<file path="config.mk">
export PLATFORM = sky130hd
export DESIGN_NAME = rational_arithmetic_reduce
export DESIGN_NICKNAME = d
export VERILOG_FILES = /design/src/sv/rar_pkg.sv /design/src/sv/rar_ctrl.sv /design/src/sv/rar_dpath.sv /design/src/sv/rational_arithmetic_reduce.sv
export SDC_FILE = /design/constraint.sdc
export NUM_CORES = 2
export LEC_CHECK = 0
export BUFFER_PORTS_ARGS = -buffer_cell sky130_fd_sc_hd__buf_2
export CAP_MARGIN = 20
export CORE_MARGIN = 3
export CORE_UTILIZATION = 65
export DETAILED_ROUTE_END_ITERATION = 10
export PLACE_DENSITY = 0.94
export REMOVE_ABC_BUFFERS = 1
export SLEW_MARGIN = 20
export SYNTH_ARGS = -nofsm -noshare
export SYNTH_HDL_FRONTEND = slang
export SYNTH_HIERARCHICAL = 1
export SYNTH_SLANG_ARGS = --single-unit
export TNS_END_PERCENT = 20
</file>
<file path="constraint.sdc">
create_clock -name clk -period 9.1 [get_ports clk]
set_input_delay 0.91 -clock clk [delete_from_list [all_inputs] [get_ports clk]]
set_output_delay 0.91 -clock clk [all_outputs]
set_load 0.02 [all_outputs]
</file>
<file path="src/sv/rar_pkg.sv">
// types and constants shared by the rational arithmetic reduce block
// no dependencies
`default_nettype none
package rar_pkg;
	localparam int OW      = 16;
	localparam int NW      = 2 * OW;
	localparam int KW      = $clog2(NW + 1);
	localparam int CW      = $clog2(NW);
	localparam int RNW     = 33;
	localparam int RDW     = 31;
	localparam int CMDW    = 2;
	localparam int IN_BITS = CMDW + 4 * OW;
	localparam int IN_TW   = ((IN_BITS + 7) / 8) * 8;
	localparam int OUT_TW  = RNW + RDW;

	localparam logic [CMDW-1:0] CMD_ADD = 2'd0;
	localparam logic [CMDW-1:0] CMD_SUB = 2'd1;
	localparam logic [CMDW-1:0] CMD_MUL = 2'd2;
	localparam logic [CMDW-1:0] CMD_DIV = 2'd3;

	typedef struct packed {
		logic load;
		logic mul;
		logic add;
		logic gcd_step;
		logic div_init;
		logic div_step;
		logic out_load;
	} rar_cmd_t;

	typedef struct packed {
		logic dm_zero;
		logic nm_zero;
		logic gcd_done;
		logic div_last;
	} rar_stat_t;
endpackage
`default_nettype wire

</file>
<file path="src/sv/rar_ctrl.sv">
// controller state machine of the rational arithmetic reduce block
// depends on rar_pkg
`default_nettype none
module rar_ctrl (
	input  wire               clk,
	input  wire               arst_n,
	input  wire               in_valid,
	output logic              in_ready,
	output logic              out_valid,
	input  wire               out_ready,
	input  rar_pkg::rar_stat_t stat,
	output rar_pkg::rar_cmd_t  cmd
);
	typedef enum logic [2:0] {
		ST_IDLE, ST_MUL, ST_ADD, ST_CHK, ST_GCD, ST_DIV, ST_FIN
	} state_t;

	state_t state_q;
	logic   out_valid_q;
	logic   out_free;

	assign out_free  = !out_valid_q || out_ready;
	assign in_ready  = (state_q == ST_IDLE);
	assign out_valid = out_valid_q;

	always_comb begin
		cmd          = '0;
		cmd.load     = (state_q == ST_IDLE) && in_valid;
		cmd.mul      = (state_q == ST_MUL);
		cmd.add      = (state_q == ST_ADD);
		cmd.gcd_step = (state_q == ST_GCD) && !stat.gcd_done;
		cmd.div_init = (state_q == ST_GCD) && stat.gcd_done;
		cmd.div_step = (state_q == ST_DIV);
		cmd.out_load = (state_q == ST_FIN) && out_free;
	end

	always_ff @(posedge clk or negedge arst_n) begin
		if (!arst_n) begin
			state_q     <= ST_IDLE;
			out_valid_q <= 1'b0;
		end else begin
			if ((state_q == ST_FIN) && out_free)
				out_valid_q <= 1'b1;
			else if (out_ready)
				out_valid_q <= 1'b0;
			case (state_q)
				ST_IDLE: if (in_valid) state_q <= ST_MUL;
				ST_MUL:  state_q <= ST_ADD;
				ST_ADD:  state_q <= ST_CHK;
				ST_CHK: begin
					if (stat.dm_zero || stat.nm_zero)
						state_q <= ST_FIN;
					else
						state_q <= ST_GCD;
				end
				ST_GCD:  if (stat.gcd_done) state_q <= ST_DIV;
				ST_DIV:  if (stat.div_last) state_q <= ST_FIN;
				ST_FIN: begin
					if (out_free)
						state_q <= ST_IDLE;
				end
				default: state_q <= ST_IDLE;
			endcase
		end
	end
endmodule
`default_nettype wire

</file>
<file path="src/sv/rar_dpath.sv">
// datapath: products, signed sum, binary gcd, two restoring dividers, result register
// depends on rar_pkg
`default_nettype none
module rar_dpath (
	input  wire                           clk,
	input  wire                           arst_n,
	input  rar_pkg::rar_cmd_t             cmd,
	output rar_pkg::rar_stat_t            stat,
	input  wire [rar_pkg::CMDW-1:0]       command,
	input  wire signed [rar_pkg::OW-1:0]  a_num,
	input  wire signed [rar_pkg::OW-1:0]  a_den,
	input  wire signed [rar_pkg::OW-1:0]  b_num,
	input  wire signed [rar_pkg::OW-1:0]  b_den,
	output logic signed [rar_pkg::RNW-1:0] res_num,
	output logic [rar_pkg::RDW-1:0]       res_den,
	output logic                          status
);
	localparam int OW = rar_pkg::OW;
	localparam int NW = rar_pkg::NW;
	localparam int CMDW_L = rar_pkg::CMDW;

	logic [CMDW_L-1:0] cmd_q;
	logic [OW-1:0] an_q, ad_q, bn_q, bd_q;
	logic          san_q, sad_q, sbn_q, sbd_q;
	logic [NW-1:0] p1_q, p2_q, pd_q;
	logic          s1_q, s2_q, sd_q;
	logic [NW-1:0] nm_q, dm_q, gx_q, gy_q, g_q, rn_q, rd_q;
	logic          neg_q;
	logic [rar_pkg::KW-1:0] k_q;
	logic [rar_pkg::CW-1:0] cnt_q;

	function automatic logic [OW-1:0] mag(input logic [OW-1:0] v);
		mag = v[OW-1] ? (~v + 1'b1) : v;
	endfunction

	logic [OW-1:0] m1b, mdb;
	logic [NW:0]   rn_ext, rd_ext, g_ext;
	logic          ge_n, ge_d;
	logic [NW:0]   qn_ext;

	assign m1b    = (cmd_q == rar_pkg::CMD_MUL) ? bn_q : bd_q;
	assign mdb    = (cmd_q == rar_pkg::CMD_DIV) ? bn_q : bd_q;
	assign g_ext  = {1'b0, g_q};
	assign rn_ext = {rn_q, nm_q[NW-1]};
	assign rd_ext = {rd_q, dm_q[NW-1]};
	assign ge_n   = rn_ext >= g_ext;
	assign ge_d   = rd_ext >= g_ext;
	assign qn_ext = neg_q ? (~{1'b0, nm_q} + 1'b1) : {1'b0, nm_q};

	assign stat.dm_zero  = (dm_q == '0);
	assign stat.nm_zero  = (nm_q == '0);
	assign stat.gcd_done = (gx_q == '0) || (gy_q == '0);
	assign stat.div_last = (cnt_q == rar_pkg::CW'(NW - 1));

	always_ff @(posedge clk) begin
		if (cmd.load) begin
			cmd_q <= command;
			an_q  <= mag(a_num);
			ad_q  <= mag(a_den);
			bn_q  <= mag(b_num);
			bd_q  <= mag(b_den);
			san_q <= a_num[OW-1];
			sad_q <= a_den[OW-1];
			sbn_q <= b_num[OW-1];
			sbd_q <= b_den[OW-1];
		end
		if (cmd.mul) begin
			p1_q <= NW'(an_q) * NW'(m1b);
			p2_q <= (cmd_q == rar_pkg::CMD_ADD || cmd_q == rar_pkg::CMD_SUB) ?
				(NW'(bn_q) * NW'(ad_q)) : '0;
			pd_q <= NW'(ad_q) * NW'(mdb);
			s1_q <= san_q ^ ((cmd_q == rar_pkg::CMD_MUL) ? sbn_q : sbd_q);
			s2_q <= (cmd_q == rar_pkg::CMD_ADD || cmd_q == rar_pkg::CMD_SUB) ?
				(sbn_q ^ sad_q ^ (cmd_q == rar_pkg::CMD_SUB)) :
				(san_q ^ ((cmd_q == rar_pkg::CMD_MUL) ? sbn_q : sbd_q));
			sd_q <= sad_q ^ ((cmd_q == rar_pkg::CMD_DIV) ? sbn_q : sbd_q);
		end
		if (cmd.add) begin
			if (s1_q == s2_q) begin
				nm_q  <= p1_q + p2_q;
				gx_q  <= p1_q + p2_q;
				neg_q <= s1_q ^ sd_q;
			end else if (p1_q >= p2_q) begin
				nm_q  <= p1_q - p2_q;
				gx_q  <= p1_q - p2_q;
				neg_q <= s1_q ^ sd_q;
			end else begin
				nm_q  <= p2_q - p1_q;
				gx_q  <= p2_q - p1_q;
				neg_q <= s2_q ^ sd_q;
			end
			dm_q <= pd_q;
			gy_q <= pd_q;
			k_q  <= '0;
		end
		if (cmd.gcd_step) begin
			if (!gx_q[0] && !gy_q[0]) begin
				gx_q <= gx_q >> 1;
				gy_q <= gy_q >> 1;
				k_q  <= k_q + 1'b1;
			end else if (!gx_q[0]) begin
				gx_q <= gx_q >> 1;
			end else if (!gy_q[0]) begin
				gy_q <= gy_q >> 1;
			end else if (gx_q >= gy_q) begin
				gx_q <= gx_q - gy_q;
			end else begin
				gy_q <= gy_q - gx_q;
			end
		end
		if (cmd.div_init) begin
			g_q   <= (gx_q | gy_q) << k_q;
			rn_q  <= '0;
			rd_q  <= '0;
			cnt_q <= '0;
		end
		if (cmd.div_step) begin
			rn_q  <= ge_n ? NW'(rn_ext - g_ext) : rn_ext[NW-1:0];
			rd_q  <= ge_d ? NW'(rd_ext - g_ext) : rd_ext[NW-1:0];
			nm_q  <= {nm_q[NW-2:0], ge_n};
			dm_q  <= {dm_q[NW-2:0], ge_d};
			cnt_q <= cnt_q + 1'b1;
		end
	end

	always_ff @(posedge clk or negedge arst_n) begin
		if (!arst_n) begin
			res_num <= '0;
			res_den <= '0;
			status  <= 1'b0;
		end else if (cmd.out_load) begin
			if (dm_q == '0) begin
				res_num <= '0;
				res_den <= '0;
				status  <= 1'b1;
			end else if (nm_q == '0) begin
				res_num <= '0;
				res_den <= rar_pkg::RDW'(1);
				status  <= 1'b0;
			end else begin
				res_num <= rar_pkg::RNW'($signed(qn_ext));
				res_den <= rar_pkg::RDW'(dm_q);
				status  <= 1'b0;
			end
		end
	end
endmodule
`default_nettype wire

</file>
<file path="src/sv/rational_arithmetic_reduce.sv">
// top level of the rational arithmetic reduce block
// depends on rar_pkg, rar_ctrl, rar_dpath
//
// takes one request on the s_ stream: a command and two signed fractions,
// and returns their sum, difference, product or quotient reduced to lowest
// terms on the m_ stream, sign on the numerator, denominator positive.
// m_tuser high flags a zero result denominator; the data is then all zeros.
// a zero numerator gives 0/1.
// one request is worked at a time: s_tready is high only while idle.
// the products and the signed sum are formed first, then a binary gcd
// loop of one shift or subtract per cycle, then two restoring dividers
// run side by side, then the result goes into the output register;
// a zero numerator or zero denominator skips the gcd and divide loops.
// the result waits in the output register while m_tready is low, and the
// next request is taken meanwhile; it finishes and waits for the register.
// reset clears the controller and the output register; the datapath registers are not reset.
`default_nettype none
module rational_arithmetic_reduce (
	input  wire                         clk,
	input  wire                         arst_n,
	input  wire                         s_tvalid,
	output logic                        s_tready,
	// command[1:0], a_num[17:2], a_den[33:18], b_num[49:34], b_den[65:50], zeros
	input  wire [rar_pkg::IN_TW-1:0]    s_tdata,
	output logic                        m_tvalid,
	input  wire                         m_tready,
	// res_num[32:0], res_den[63:33]
	output logic [rar_pkg::OUT_TW-1:0]  m_tdata,
	// status[0]
	output logic                        m_tuser
);
	localparam int OW   = rar_pkg::OW;
	localparam int CMDW = rar_pkg::CMDW;

	rar_pkg::rar_cmd_t  cmd;
	rar_pkg::rar_stat_t stat;
	logic signed [rar_pkg::RNW-1:0] res_num;
	logic [rar_pkg::RDW-1:0]        res_den;
	logic                           status;

	rar_ctrl u_ctrl (
		.clk       (clk),
		.arst_n    (arst_n),
		.in_valid  (s_tvalid),
		.in_ready  (s_tready),
		.out_valid (m_tvalid),
		.out_ready (m_tready),
		.stat      (stat),
		.cmd       (cmd)
	);

	rar_dpath u_dpath (
		.clk     (clk),
		.arst_n  (arst_n),
		.cmd     (cmd),
		.stat    (stat),
		.command (s_tdata[CMDW-1:0]),
		.a_num   (s_tdata[CMDW+OW-1:CMDW]),
		.a_den   (s_tdata[CMDW+2*OW-1:CMDW+OW]),
		.b_num   (s_tdata[CMDW+3*OW-1:CMDW+2*OW]),
		.b_den   (s_tdata[CMDW+4*OW-1:CMDW+3*OW]),
		.res_num (res_num),
		.res_den (res_den),
		.status  (status)
	);

	assign m_tdata = {res_den, res_num};
	assign m_tuser = status;
endmodule
`default_nettype wire

</file>
==> results.txt <==
The proportion of power drawn by combinational gates came out at 0.017. The number of setup buffers added after CTS is 0. The height of the chip is 309 microns.

The mux cell area share after synthesis is 0.0407. Setup repair after global routing left no endpoint under its margin. The total number of nets in the final design came out at 7844. On the worst path, the slowest cell contributes a delay of 850 ps. The post-cts sizing count is 0. The largest register by flop count is u_dpath/res_num. The reported leakage power is 28.3 nW. The die area came out at 95300 sq um. The area of the multi-input gates is 41400 sq um. The number of global-route vias before repair came out at 53400. The detailed-route vias per instance came out at 6.51. The detailed-route wire length came out at 178 mm. The number of buffers on the longest clock path is 3.

Of the cells placed in the final design, the portion with a size suffix greater than 1 is 0.0675. The final max-slew violation count came to 0. The critical path is of the flip-flop to flip-flop type. The worst-case vdd ir drop came out at 0.000142 V. The accumulated negative setup slack came out at 0 ps. The final RePlAce weighted congestion is 1.02.

The count of buffers added on input and output ports is 136. The netlist area before placement is 59600 sq um. The yosys synthesis warning count is 6. By instance count, the cell type seen most on the critical path is sky130_fd_sc_hd__fa_1. Max-cap violations in this run came to 0. The sequential cell area came out at 13200 sq um.

The critical path arrival came out at 8520 ps. The core region is 90400 sq um. The number of buffers inserted during clock tree synthesis came out at 55.

The count of mapped cells out of synthesis came out at 6656. The count of TritonRoute iterations in the first routing pass is 7. On the final layout, the worst clock skew is 39.2 ps. The number of setup violations in the final report is 0. The time the final worst path needs with I/O delays and setup is 8120 ps. The peak fanout along the critical path came out at 10. Among all flip-flop cells after synthesis, the most frequent one is sky130_fd_sc_hd__edfxtp_1.

The area fraction in compound gates after synthesis was 0.139. The basic-gate share of the synthesized area counting and, or, nand and nor cells came out at 0.151. The required time at the endpoint of the critical path is 9500 ps. The cell at the slowest stage of the critical path is sky130_fd_sc_hd__mux2i_1. The floorplan row count is 110. The run finished with clean final reports. Dividing the detail-routed wire length by the instance count gives 22.7 microns. The layout has 6135 filler cells. The sequential element share of the synthesized area came out at 0.221. The internal reg-to-reg setup slack is 980 ps. For the pin with the worst max-slew slack, the measured transition is 1050 ps. The root buffer cell chosen for the clock tree is sky130_fd_sc_hd__clkbuf_16. Derived from the worst setup path, the maximum achievable clock frequency is 123 MHz. The final clock period utilization by the worst path is 0.892. The number of hold buffers added after CTS is 0.

The switching power came out at 1.04 mW. Yosys mapped the design onto 100 distinct sky130hd cell types. The leftover overflow at the end of global routing is 0. After synthesis, the largest family of logic cells by area is adder cells. Once detail routing completed, the nets flagged for antenna violations numbered 0. The fraction of registers with async set/reset is 0.146. The deepest level of the CTS H-tree came out at 2. The type of the worst min-delay path is primary input to async pin. The total power divided by cell area came out at 75.1 nW/um^2. The relative contribution of sequential cells to total power came out at 0.485.

Compared with the post-synthesis result, the final layout area differs by 5.62%. The tree built by TritonCTS fans out to 474 sinks. The register with the most flip-flops in the layout has 33 of them. Yosys mapped a number of flops with a built-in enable equal to 335.

The fraction of power consumed by the clock network is 0.498. The wire-length estimate of the detail-placed layout is 133 mm. The clock latency at the later pin of the worst-skew pair came out at 670 ps. The die span in x is 309 microns.

Across all layers, the routed design uses 50900 vias. The total of flip-flops plus latches after synthesis is 474. The mean instance size in the synthesized netlist came out at 8.95 sq um.

The internal power summed over all cells came out at 3.69 mW. The initial antenna violation count is 2. The post-place setup slack is 1210 ps. STA classifies the critical path endpoint as a flip-flop. The clock-pin slew on the worst setup and hold paths came out at 60 ps. The overall track demand over capacity in global routing came out at 0.372. Entering global routing, the biggest net connects 75 pins. The number of hold-slack violations in the final timing report came out at 0. The wire length of the first global-routing pass came out at 281 mm. The number of design rule violations left after detail routing is 0. The final worst-path setup slack is 982 ps. For this configuration, the core starts out at a cell density of 0.659.

In this run the count of I/O pins placed on the die edge is 143. The fraction of the mapped netlist area in adder cells is 0.318. The switching part of the total is 0.220. In this run the tightest slew margin relative to its limit is 0.301.

The number of design-rule violations left by the first detailed-router iteration is 5919. TritonCTS built the clock tree. The worst setup path is launched from a flip-flop. Of the total synthesized cell area, the portion taken by XOR and XNOR cells is 0.0448.
-- stage by stage --
stage / power, mW / util / instances / hold WS, ps / cell area [sq um]
2_1_floorplan: 2.37 / - / 6357 / 469 / 58400
5_1_grt: 4.84 / 0.696 / 7829 / 428 / 62900
3_5_place_dp: 2.42 / 0.675 / 7725 / 507 / 61000
6_report: 4.73 / 0.696 / 7830 / 368 / 62900
4_1_cts: 4.74 / 0.696 / 7829 / 394 / 62900
3_3_place_gp: 2.41 / 0.675 / 7725 / 504 / 61000
-- kinds of logic (layout without fill, tap and decap cells) --
group	count (synthesis)	after routing
simple gates	1865	1865
buf+inv	1330	1327
compound gates	1304	1304
fa+ha+maj	1162	1162
flops	474	474
xor+xnor	305	305
mux	216	216
other cells	0	1
-- Yosys cell counts, drive strengths merged (63+ instances only) --
master,n,area [sq um]
mux2i,112,1120
xor2,86,753
and2,281,1760
dfxtp,70,1400
ha,573,7170
a211oi,63,473
clkbuf,238,893
o21ai,315,1600
a21o,86,646
mux2,92,1040
xnor2,219,1920
nor2b,130,813
nor3,74,375
nand2,733,2760
a21oi,386,1940
inv,1028,3860
dfrtp,69,1730
o22ai,73,470
edfxtp,335,10100
nor2,329,1250
fa,589,11800
-- power groups by stage --
| stage | Clock (mW) | Sequential [mW] | Combinational, mW |
|---|---|---|---|
| 2_1_floorplan | 0 | 2.34 | 0.0348 |
| 3_3_place_gp | 0 | 2.34 | 0.0716 |
| 3_5_place_dp | 0 | 2.34 | 0.0774 |
| 4_1_cts | 2.37 | 2.29 | 0.0791 |
| 5_1_grt | 2.46 | 2.29 | 0.0877 |
| 6_report | 2.35 | 2.29 | 0.0801 |
-- critical path, delay by kind of cell (launching register included) --
family / cells / cell delay [ps]
buffers and inverters: 5 / 570
adders and majority gates: 7 / 3300
DFF: 1 / 390
AOI/OAI and AO/OA: 8 / 1970
and+or+nand+nor: 3 / 690
xor gates and xnor gates: 1 / 90
muxes: 1 / 850
-- layout by cell type (no fill, tap or decap), types with 86 or more instances in the layout --
cell,Yosys,routed
sky130_fd_sc_hd__a21o_1,86,86
sky130_fd_sc_hd__a21oi_1,385,385
sky130_fd_sc_hd__and2_1,281,280
sky130_fd_sc_hd__buf_2,35,135
sky130_fd_sc_hd__edfxtp_1,335,335
sky130_fd_sc_hd__fa_1,589,589
sky130_fd_sc_hd__ha_1,573,573
sky130_fd_sc_hd__inv_1,1028,1027
sky130_fd_sc_hd__mux2_2,92,92
sky130_fd_sc_hd__mux2i_1,112,112
sky130_fd_sc_hd__nand2_1,731,730
sky130_fd_sc_hd__nor2_1,324,322
sky130_fd_sc_hd__nor2b_1,130,130
sky130_fd_sc_hd__o21ai_0,275,275
sky130_fd_sc_hd__xnor2_1,219,218
-- final timing paths --
| path | start | endpoint | depth (start not counted) |
|---|---|---|---|
| worst max register to register | u_dpath/cmd_q[0] | u_dpath/p1_q[25] | 25 |
| worst max-delay path | u_dpath/cmd_q[0] | u_dpath/p1_q[25] | 25 |
| worst min register to register | u_dpath/res_den[3] | u_dpath/res_den[3] | 2 |
| max in group asynchronous | arst_n | u_dpath/res_num[15] | 1 |
| min in group clk | s_tdata[0] | u_dpath/cmd_q[0] | 1 |
| worst min-delay path | arst_n | u_dpath/res_den[3] | 1 |
-- layout make-up --
cell class	count	share of cell area
flip-flops and latches	474	0.210
diodes	1	0.0000398
repair buffers	192	0.0175
inverters	1031	0.0615
well taps	1176	0.0234
clock inverters	34	0.00678
clock buffers	70	0.0239
multi-input cells	4852	0.657
-- metal layers --
layer / wire, microns / up-vias / GRT usage
met5: 13 / - / 0
met4: 15900 / 2 / 0.277
met3: 18600 / 1136 / 0.0772
met2: 82200 / 3532 / 0.611
met1: 61400 / 24200 / 0.433
li1: - / 22000 / -
(Power assumes the default switching activity.)
